$ cat src/hdl/bde_pkg.sv
// bde_pkg: shared types, constants and helpers of the bounded deque engine
// used by bde_ctrl, bde_datapath and bounded_deque_engine_core
// no dependencies
package bde_pkg;

   localparam int DEPTH   = 64;
   localparam int ADDR_W  = $clog2(DEPTH);
   localparam int COUNT_W = $clog2(DEPTH + 1);
   localparam int VALUE_W = 32;

   typedef enum logic [1:0] {
      OP_PUSH      = 2'd0,
      OP_POP_FRONT = 2'd1,
      OP_POP_BACK  = 2'd2,
      OP_DUMP      = 2'd3
   } op_type;

   typedef enum logic [1:0] {
      ST_OK    = 2'd0,
      ST_EMPTY = 2'd1,
      ST_FULL  = 2'd2
   } status_type;

   typedef enum logic [1:0] {
      S_IDLE  = 2'd0,
      S_FETCH = 2'd1,
      S_SEND  = 2'd2
   } state_type;

   // controller to datapath
   typedef struct packed {
      logic       push_wr;
      logic       pop_front;
      logic       pop_back;
      logic       rd_tail;
      logic       ofs_clr;
      logic       ofs_inc;
      logic       ld_imm;
      status_type imm_status;
      logic       ld_mem;
      logic       mem_last;
   } cmd_type;

   // datapath to controller
   typedef struct packed {
      logic empty;
      logic full;
      logic dump_last;
      logic out_last;
   } stat_type;

   // ring position of head plus offset, offset below DEPTH
   function automatic logic [ADDR_W-1:0] wrap_add(input logic [ADDR_W-1:0] base,
                                                  input logic [ADDR_W-1:0] ofs);
      logic [ADDR_W:0] sum;
      sum = {1'b0, base} + {1'b0, ofs};
      if (sum >= (ADDR_W+1)'(DEPTH)) begin
         sum = sum - (ADDR_W+1)'(DEPTH);
      end
      return sum[ADDR_W-1:0];
   endfunction

endpackage

$ cat src/hdl/bounded_deque_engine_core.sv
// bounded_deque_engine_core: top level of the bounded deque engine
// depends on bde_pkg, bde_ctrl and bde_datapath
//
// A double-ended queue of signed 32-bit values held in a ring buffer of
// bde_pkg::DEPTH entries (64). Each request beat carries an operation: push
// at the tail, pop from the front, pop from the back, or dump every entry from
// head to tail. Push and pop give one response beat each; a dump gives one
// beat per stored entry with last_of_run set on the tail entry. Popping or
// dumping an empty store gives a single beat with status empty, and a push
// into a full store is dropped and answered with status full. One request is
// worked on at a time. A push, or any request answered without a memory read,
// goes from idle straight to the response state; a pop passes through the
// fetch state first, since the entry memory has a registered read port; a
// dump passes through the fetch and response states once per entry. Each
// response is held until rsp_ready. No clearing pass is needed after reset:
// only entries written by a push are ever returned.

module bounded_deque_engine_core (
   input  logic                               clock,
   input  logic                               reset,
   // request channel
   input  logic                               req_valid,
   output logic                               req_ready,
   input  logic [1:0]                         req_op,
   input  logic signed [bde_pkg::VALUE_W-1:0] req_push_value,
   // response channel
   output logic                               rsp_valid,
   input  logic                               rsp_ready,
   output logic signed [bde_pkg::VALUE_W-1:0] rsp_out_value,
   output logic [1:0]                         rsp_status,
   output logic                               rsp_last_of_run
);

   bde_pkg::cmd_type  cmd;
   bde_pkg::stat_type stat;

   // state machine: idle, memory fetch, response hold
   bde_ctrl u_ctrl (
      .clock     (clock),
      .reset     (reset),
      .req_valid (req_valid),
      .req_ready (req_ready),
      .req_op    (req_op),
      .rsp_valid (rsp_valid),
      .rsp_ready (rsp_ready),
      .stat      (stat),
      .cmd       (cmd)
   );

   // ring memory, pointers and the response register
   bde_datapath u_datapath (
      .clock           (clock),
      .reset           (reset),
      .req_push_value  (req_push_value),
      .cmd             (cmd),
      .stat            (stat),
      .rsp_out_value   (rsp_out_value),
      .rsp_status      (rsp_status),
      .rsp_last_of_run (rsp_last_of_run)
   );

endmodule

$ cat src/hdl/bde_ctrl.sv
// bde_ctrl: sequencing state machine of the bounded deque engine
// depends on bde_pkg
module bde_ctrl (
   input  logic              clock,
   input  logic              reset,
   input  logic              req_valid,
   output logic              req_ready,
   input  logic [1:0]        req_op,
   output logic              rsp_valid,
   input  logic              rsp_ready,
   input  bde_pkg::stat_type stat,
   output bde_pkg::cmd_type  cmd
);

   bde_pkg::state_type state_ff, state_in;
   bde_pkg::op_type    op_ff, op_in;
   bde_pkg::op_type    req_op_e;

   assign req_op_e = bde_pkg::op_type'(req_op);

   always_ff @(posedge clock) begin
      if (reset) begin
         state_ff <= bde_pkg::S_IDLE;
         op_ff    <= bde_pkg::OP_PUSH;
      end else begin
         state_ff <= state_in;
         op_ff    <= op_in;
      end
   end

   // next state
   always_comb begin
      state_in = state_ff;
      op_in    = op_ff;
      case (state_ff)
         bde_pkg::S_IDLE: begin
            if (req_valid) begin
               op_in = req_op_e;
               if (req_op_e == bde_pkg::OP_PUSH || stat.empty) begin
                  state_in = bde_pkg::S_SEND;
               end else begin
                  state_in = bde_pkg::S_FETCH;
               end
            end
         end
         bde_pkg::S_FETCH: begin
            state_in = bde_pkg::S_SEND;
         end
         bde_pkg::S_SEND: begin
            if (rsp_ready) begin
               if (op_ff == bde_pkg::OP_DUMP && !stat.out_last) begin
                  state_in = bde_pkg::S_FETCH;
               end else begin
                  state_in = bde_pkg::S_IDLE;
               end
            end
         end
         default: begin
            state_in = bde_pkg::S_IDLE;
         end
      endcase
   end

   // outputs
   always_comb begin
      req_ready      = 1'b0;
      rsp_valid      = 1'b0;
      cmd            = '0;
      cmd.imm_status = bde_pkg::ST_OK;
      case (state_ff)
         bde_pkg::S_IDLE: begin
            req_ready = 1'b1;
            if (req_valid) begin
               case (req_op_e)
                  bde_pkg::OP_PUSH: begin
                     cmd.ld_imm = 1'b1;
                     if (stat.full) begin
                        cmd.imm_status = bde_pkg::ST_FULL;
                     end else begin
                        cmd.push_wr = 1'b1;
                     end
                  end
                  bde_pkg::OP_POP_FRONT: begin
                     cmd.pop_front = !stat.empty;
                  end
                  bde_pkg::OP_POP_BACK: begin
                     cmd.pop_back = !stat.empty;
                     cmd.rd_tail  = 1'b1;
                  end
                  default: begin
                  end
               endcase
               if (req_op_e != bde_pkg::OP_PUSH && stat.empty) begin
                  cmd.ld_imm     = 1'b1;
                  cmd.imm_status = bde_pkg::ST_EMPTY;
               end
            end
         end
         bde_pkg::S_FETCH: begin
            cmd.ld_mem   = 1'b1;
            cmd.mem_last = (op_ff != bde_pkg::OP_DUMP) || stat.dump_last;
         end
         bde_pkg::S_SEND: begin
            rsp_valid = 1'b1;
            if (rsp_ready) begin
               if (op_ff == bde_pkg::OP_DUMP && !stat.out_last) begin
                  cmd.ofs_inc = 1'b1;
               end else begin
                  cmd.ofs_clr = 1'b1;
               end
            end
         end
         default: begin
         end
      endcase
   end

endmodule

$ cat src/hdl/bde_datapath.sv
// bde_datapath: entry memory, head and count registers, dump offset and result register
// depends on bde_pkg
module bde_datapath (
   input  logic                              clock,
   input  logic                              reset,
   input  logic signed [bde_pkg::VALUE_W-1:0] req_push_value,
   input  bde_pkg::cmd_type                  cmd,
   output bde_pkg::stat_type                 stat,
   output logic signed [bde_pkg::VALUE_W-1:0] rsp_out_value,
   output logic [1:0]                        rsp_status,
   output logic                              rsp_last_of_run
);

   logic [bde_pkg::VALUE_W-1:0] mem [bde_pkg::DEPTH];

   logic [bde_pkg::ADDR_W-1:0]  head_ff, head_in;
   logic [bde_pkg::COUNT_W-1:0] count_ff, count_in;
   logic [bde_pkg::ADDR_W-1:0]  offset_ff, offset_in;
   logic [bde_pkg::VALUE_W-1:0] rd_data_ff;
   logic [bde_pkg::VALUE_W-1:0] value_ff, value_in;
   bde_pkg::status_type         status_ff, status_in;
   logic                        last_ff, last_in;

   logic [bde_pkg::ADDR_W-1:0]  wr_addr;
   logic [bde_pkg::ADDR_W-1:0]  rd_addr;
   logic [bde_pkg::ADDR_W-1:0]  count_lo;
   logic [bde_pkg::ADDR_W-1:0]  tail_ofs;

   assign count_lo = count_ff[bde_pkg::ADDR_W-1:0];
   assign tail_ofs = count_lo - bde_pkg::ADDR_W'(1);
   assign wr_addr  = bde_pkg::wrap_add(head_ff, count_lo);
   assign rd_addr  = cmd.rd_tail ? bde_pkg::wrap_add(head_ff, tail_ofs)
                                 : bde_pkg::wrap_add(head_ff, offset_in);

   assign stat.empty     = (count_ff == '0);
   assign stat.full      = (count_ff == bde_pkg::COUNT_W'(bde_pkg::DEPTH));
   assign stat.dump_last = (bde_pkg::COUNT_W'(offset_ff) + bde_pkg::COUNT_W'(1)) == count_ff;
   assign stat.out_last  = last_ff;

   // memory: write on push, registered read every cycle
   always_ff @(posedge clock) begin
      if (cmd.push_wr) begin
         mem[wr_addr] <= req_push_value;
      end
      rd_data_ff <= mem[rd_addr];
   end

   always_comb begin
      head_in   = head_ff;
      count_in  = count_ff;
      offset_in = offset_ff;
      if (cmd.push_wr) begin
         count_in = count_ff + bde_pkg::COUNT_W'(1);
      end
      if (cmd.pop_front) begin
         head_in  = bde_pkg::wrap_add(head_ff, bde_pkg::ADDR_W'(1));
         count_in = count_ff - bde_pkg::COUNT_W'(1);
      end
      if (cmd.pop_back) begin
         count_in = count_ff - bde_pkg::COUNT_W'(1);
      end
      if (cmd.ofs_clr) begin
         offset_in = '0;
      end else if (cmd.ofs_inc) begin
         offset_in = offset_ff + bde_pkg::ADDR_W'(1);
      end
   end

   always_comb begin
      value_in  = value_ff;
      status_in = status_ff;
      last_in   = last_ff;
      if (cmd.ld_imm) begin
         value_in  = '0;
         status_in = cmd.imm_status;
         last_in   = 1'b1;
      end else if (cmd.ld_mem) begin
         value_in  = rd_data_ff;
         status_in = bde_pkg::ST_OK;
         last_in   = cmd.mem_last;
      end
   end

   always_ff @(posedge clock) begin
      if (reset) begin
         head_ff   <= '0;
         count_ff  <= '0;
         offset_ff <= '0;
         last_ff   <= 1'b0;
      end else begin
         head_ff   <= head_in;
         count_ff  <= count_in;
         offset_ff <= offset_in;
         last_ff   <= last_in;
      end
   end

   always_ff @(posedge clock) begin
      value_ff  <= value_in;
      status_ff <= status_in;
   end

   assign rsp_out_value   = signed'(value_ff);
   assign rsp_status      = status_ff;
   assign rsp_last_of_run = last_ff;

endmodule
$ cat config.mk
export PLATFORM = sky130hd
export DESIGN_NAME = bounded_deque_engine_core
export DESIGN_NICKNAME = d
export VERILOG_FILES = /design/src/hdl/bde_pkg.sv /design/src/hdl/bounded_deque_engine_core.sv /design/src/hdl/bde_ctrl.sv /design/src/hdl/bde_datapath.sv
export SDC_FILE = /design/constraint.sdc
export NUM_CORES = 2
export LEC_CHECK = 0
export BUFFER_PORTS_ARGS = -buffer_cell sky130_fd_sc_hd__buf_4
export CORE_ASPECT_RATIO = 1.5
export CORE_MARGIN = 8
export CORE_UTILIZATION = 45
export CTS_CLUSTER_DIAMETER = 30
export DETAILED_ROUTE_END_ITERATION = 12
export PLACE_DENSITY = 0.66
export SYNTH_ARGS = -nofsm -noshare
export SYNTH_HDL_FRONTEND = slang
export SYNTH_SLANG_ARGS = --single-unit
$ cat constraint.sdc
create_clock -name clock -period 5.1 [get_ports clock]
set_input_delay 0.51 -clock clock [delete_from_list [all_inputs] [get_ports clock]]
set_output_delay 0.51 -clock clock [all_outputs]
set_load 0.02 [all_outputs]
== Yosys cells after proc, flatten, opt, wreduce, memory -nomap -nowiden ==
Memories as Yosys holds them, arrays and structs flattened. A register that Yosys moved wholly into a read port is not among the register bits.
Index checks and enable logic that the tools add are counted.

* Add/sub/neg operators: 13
* $lt $le $gt $ge: 4
* Equal/unequal tests: 10
* Mux-type cells: 39
* Reductions and logical operators: 14

{| class="wikitable"
|+ Operators by type and width
! cell !! count
|-
| $mux 6 || 7
|-
| $sub 6x1->6 const B || 5
|-
| $ge 7x7->1 const B || 4
|-
| $add 6x6->7 || 3
|-
| $mux 7 || 3
|-
| $mux 2 || 10
|-
| $add 6x1->7 const B || 2
|-
| $mux 1 || 12
|-
| $mux 3 || 4
|-
| $mux 4 || 2
|-
| $add 7x1->7 const B || 1
|-
| $eq 7x7->1 || 1
|-
| $eq 7x7->1 const B || 1
|-
| $logic_not 7->1 || 1
|-
| $sub 7x1->7 const B || 1
|-
| $add 6x1->6 const B || 1
|-
| $eq 2x2->1 const B || 3
|-
| $ne 2x2->1 const B || 3
|-
| $pmux 2 s3 || 1
|-
| $eq 2x1->1 const B || 2
|-
| $logic_not 2->1 || 2
|-
| $reduce_and 2->1 || 2
|-
| $reduce_bool 2->1 || 2
|-
| $reduce_bool 3->1 || 1
|-
| other kinds (3) || 6
|}

* Bits in registers: 58
* Bits in writable memories: 2048
* Input port bits: 38
* Word-level logic and storage cells: 89
* Memories kept: 1

{| class="wikitable"
|+ Memory list
! name !! words !! bits a word !! read ports !! clocked after Yosys merged registers in !! write ports !! line !! text
|-
| u_datapath.mem || 64 || 32 || 1 || 1 || 1 || bde_datapath.sv:14 || <nowiki>logic [bde_pkg::VALUE_W-1:0] mem [bde_pkg::DEPTH];</nowiki>
|}

== Longest topological paths before layout ==
* Word-level depth: 11
* Depth in mapped cells: 15
* Gate-level depth less buffers: 13

== Hierarchy ==
From an unflattened synthesis, not the netlist that was laid out.

* Cell total of the unflattened synthesis: 4038
* Area total of the unflattened synthesis: 82197.6 um^2

{| class="wikitable"
|+ Modules (own cells, without submodules)
! module !! instances !! cells each !! area an instance (um^2)
|-
| bde_datapath || 1 || 3999 || 81831.0
|-
| bde_ctrl || 1 || 39 || 366.6
|}

== Worst setup path after synthesis ==
Ideal clock, no wire load.

* Kind: input to register
* Start point: input req_valid
* End point: register u_datapath.rd_data_ff[0] (netlist name), read port of u_datapath.mem
* Library setup time: 0.130 ns
* Arrival time: 3.653 ns
* Path slack: 1.317 ns
* Stages: 15
* Buffers on the path: 4
* Cells stage by stage: nor3b_1 nand3b_1 clkbuf_1 nor2_1 a21oi_1 ha_1 fa_1 buf_2 clkbuf_1 buf_1 mux4_2 nand2_1 nand2_1 o221ai_1 mux2i_1

* Word-level cells in the longest chain between the ends: 3

{| class="wikitable"
|+ Ends and longest elaborated chain
! element !! line !! text
|-
| start: declaration || bounded_deque_engine_core.sv:22 || <nowiki>input logic req_valid,</nowiki>
|-
| $mux 4 || bde_ctrl.sv:73 || <nowiki>if (req_valid) begin</nowiki>
|-
| $mux 4 || bde_ctrl.sv:70 || <nowiki>case (state_ff)</nowiki>
|-
| $mux 6 || bde_datapath.sv:32 || <nowiki>assign rd_addr = cmd.rd_tail ? bde_pkg::wrap_add(head_ff, tail_ofs)</nowiki>
|-
| end: declaration || bde_datapath.sv:19 || <nowiki>logic [bde_pkg::VALUE_W-1:0] rd_data_ff;</nowiki>
|}

No other way between the ends.
A chain may end at the register's enable or synchronous reset.

== Worst setup path after layout ==
* Start point: register u_datapath.count_ff[0] (netlist name)
* End point: register u_datapath.rd_data_ff[2] (netlist name), read port of u_datapath.mem

* Word-level cells in the longest chain between the ends: 5

{| class="wikitable"
|+ Ends and longest elaborated chain
! element !! line !! text
|-
| start: declaration || bde_datapath.sv:17 || <nowiki>logic [bde_pkg::COUNT_W-1:0] count_ff, count_in;</nowiki>
|-
| start signal: assignment || bde_datapath.sv:92 || <nowiki>count_ff <= count_in;</nowiki>
|-
| $sub 6x1->6 * || bde_datapath.sv:30 || <nowiki>assign tail_ofs = count_lo - bde_pkg::ADDR_W'(1);</nowiki>
|-
| $add 6x6->7 * || bde_pkg.sv:56 || <nowiki>sum = {1'b0, base} + {1'b0, ofs};</nowiki>
|-
| $sub 6x1->6 / $ge 7x7->1 (equally long branches) || bde_pkg.sv:58, bde_pkg.sv:57 ||
|-
| $mux 6 * || bde_pkg.sv:57 || <nowiki>if (sum >= (ADDR_W+1)'(DEPTH)) begin</nowiki>
|-
| $mux 6 * || bde_datapath.sv:32 ||
|}

Every way passes the cells marked *; elsewhere a longest branch is shown, timed or not.

==> run metrics <==
setup slack after layout 0.1452 ns; GRT Residual Overflow 0; critical path startpoint u_datapath.count_ff[0]; FP Rows about 190; Async S/R FF share, synth 0%; Pre-antenna DRT Iters 6; IO Pins 75; WL final 210100 um; Total GRT Usage 21.00%; outcome completed; DRC viols 0; Synth area leader edfxtp_1; Initial Util between 40% and 50%; final net count around 4400; crit end category flip-flop; synth top area cells edfxtp_1 (75%), mux4_2 (14%), dfxtp_1 (2.1%); Sinks on Clock Net about 2100; wire length per cell around 30 um; hold path start req_valid; clk buf depth 4; Post-Synthesis Cells roughly 4000; Fmax a little over 200 MHz; synthesis-stage register bit count around 2100; crit-path max FO 17; Filler Cells Inserted between 10000 and 15000; Power per Cell Area about 480 nW/um^2; pin count of the biggest net entering global routing 66; Final Skew around 0.051 ns; Min Clock Period, post-route between 4 and 5 ns; initial antenna violation count 20; Layout area overhead 16.92%; ys flop type edfxtp_1; setup tns final 0 ns; RSZ-0062 raised after global routing no; post-synthesis sequential area ratio between 70% and 80%; Slowest-stage cell, CP o221ai_1; Routed Antenna Nets 0; worst r2r src u_datapath.count_ff[0]; slew margin rel. 13.51%; crit start category flip-flop; number of enable flip-flop cells after synthesis around 2100; via count of the first global-routing pass 42092; Mapped Area ~82000 sq um; die area 196800 sq um; final count of negative-setup-slack endpoints 0; Pwr Total 0.04632 W; Max Cap Viol 0; max-slew violation count 0; post-route clock period utilization about 97%; CP cell instances inv_1 -> ha_1 -> xor2_1 -> nor2_1 -> a21oi_1 -> ha_1 -> nand3_1 -> a21oi_1 -> or2_2 -> o21ai_4 -> buf_4 -> buf_4 -> o221ai_1 -> mux2i_1; Die H approximately 540 um; number of hold violations in the final report 0; clk root buf clkbuf_16; clk_lat worst skew about 0.87 ns; crit path kind flip-flop to flip-flop; first-pass GRT wire length about 300000 um; CTS tree done; routability cong. 0.8277; Setup Slack @ Placement -0.04947 ns; synthesized area per cell just over 20 sq um; synth unique cells 66; Hold Crit Class input pin to flip-flop; Lkg Pwr 29.91 nW; Vias/cell about 5.9; Starting DRT DRC Count ~4700; Mapped Nets between 4000 and 5000; crit path DAT about 5.6 ns; slowest stage delay, CP between 0.9 and 1 ns; layout cells sized above 1 28.79%; Inserted Clock Buffers ~240; via count between 40000 and 50000; worst vdd ir ~360 uV; yosys warns 0; Reg clk slew, reported paths 0.07 ns; Slew @ Worst Pin 1.297 ns; Req. time, crit path a little under 6 ns; Die Span X about 360 um; dpl hpwl between 100000 and 150000 um; port bufs 74; H-tree Lvls 4; top cell type's share of synthesized area 74.92%; Core Region between 150000 and 200000 sq um
==> flip-flops by register name (all words and copies together), names as in the netlist, 6 cells and up <==
name / cells
u_datapath.count_ff: 7
u_datapath.head_ff: 6
u_datapath.mem: 2048
u_datapath.offset_ff: 6
u_datapath.rd_data_ff: 32
u_datapath.rsp_out_value: 32
==> synthesized netlist by cell type (3+ instances only) <==
cell / n
edfxtp_1: 2050
buf_12: 3
xor2_1: 10
o21ai_1: 3
nand3_2: 4
o221ai_1: 64
inv_1: 7
and3_1: 8
buf_1: 35
nand2_1: 415
dfxtp_1: 88
ha_1: 15
xnor2_1: 19
a32oi_1: 64
a21o_1: 4
nor2_1: 295
a31oi_1: 4
nand3_1: 12
nand3b_1: 3
nor3_1: 11
nor2b_1: 4
buf_2: 68
clkbuf_1: 106
o21ai_0: 5
mux2i_1: 97
mux4_2: 512
a21oi_1: 53
==> final timing paths <==
path                                   to  slack (ns)  cells after the start
max reg2reg      u_datapath.rd_data_ff[2]        0.15                     14
max              u_datapath.rd_data_ff[2]        0.15                     14
min reg2reg  u_datapath.rsp_out_value[20]        0.45                      2
min              u_datapath.rsp_status[1]        0.17                      3
==> critical path, delay by kind of cell (launching register included) <==
kind	cells	cell delay [ns]
AND/OR/NAND/NOR	3	0.55
AO/OA/AOI/OAI	4	1.70
flip-flops	1	0.55
XOR/XNOR	1	0.17
adder cells (fa/ha/maj)	2	0.91
multiplexers	1	0.18
buffers and inverters	3	0.72
==> what timing repair did <==
action,CTS,global route
resized for setup,0,3
endpoints found under the hold margin,13,0
endpoints found under the setup margin,0,3
setup buffers,0,0
hold buffers,4,0
==> routing by layer <==
layer  vias to the layer above  global-route usage, %  share of wire [%]
met2                      1830                  35.58                 50
met4                        16                  8.196                4.2
met1                     22042                  27.27                 38
met5                         -                      0              0.044
met3                       365                  3.276                7.5
li1                      17098                      -                  -
==> layout by cell type (no fill, tap or decap), types with 18 or more instances in the layout <==
cell type   synthesis  layout
nor2_1            295     230
edfxtp_1         2050    2050
a32oi_1            64      64
mux4_2            512     512
clkbuf_16           0     244
buf_12              3      51
inv_6               0      35
nor2_4              0      64
xnor2_1            19      18
dfxtp_1            88      88
clkinvlp_4          0      24
clkbuf_1          106      24
buf_4               0     240
nand2_1           415     415
clkinv_4            0      23
clkinv_2            0      24
a21oi_1            53      53
o221ai_1           64      61
mux2i_1            97      97
bufinv_16           0      32
==> per-stage QoR <==
stage                     hold WS, ns  utilization (%)  area (sq um)  instances
after floorplan                0.4174                -         82170       4011
after global placement         0.4441            48.19         87640       6514
after detailed placement       0.4418            48.19         87640       6514
after CTS                      0.1271            52.80         96020       6962
after global routing           0.1703            52.81         96050       6963
final                          0.1710            52.83         96070       6973
==> cells by family (layout without fill, tap and decap cells) <==
family                     after synthesis  in the layout  share of synthesized area, %
buffers and inverters                  221            747                         1.182
adders and majority gates               17             17                        0.2771
AOI/OAI and AO/OA                      222            222                         2.123
muxes                                  610            610                         15.24
and+or+nand+nor                        773            773                         3.773
DFF                                   2138           2138                         77.06
other                                    0             11                             0
xor gates and xnor gates                30             30                        0.3426
==> report_power, final <==
part	switching, W	internal, W	total, W
registers	0.000404	0.0197	0.0201
logic	0.00468	0.00371	0.00839
clock network	0.00726	0.0106	0.0179
==> layout make-up <==
| class | instances | area [sq um] | share of cell area (%) |
|---|---|---|---|
| diodes | 11 | 27.53 | 0.02865 |
| clock buffers | 271 | 6237 | 6.492 |
| clock inverters | 173 | 2100 | 2.185 |
| inverters | 8 | 30.03 | 0.03126 |
| multi-input cells | 1652 | 18460 | 19.21 |
| flip-flops and latches | 2138 | 63320 | 65.91 |
| well taps | 2425 | 3034 | 3.158 |
| repair buffers | 295 | 2863 | 2.980 |
(Power assumes the default switching activity.)
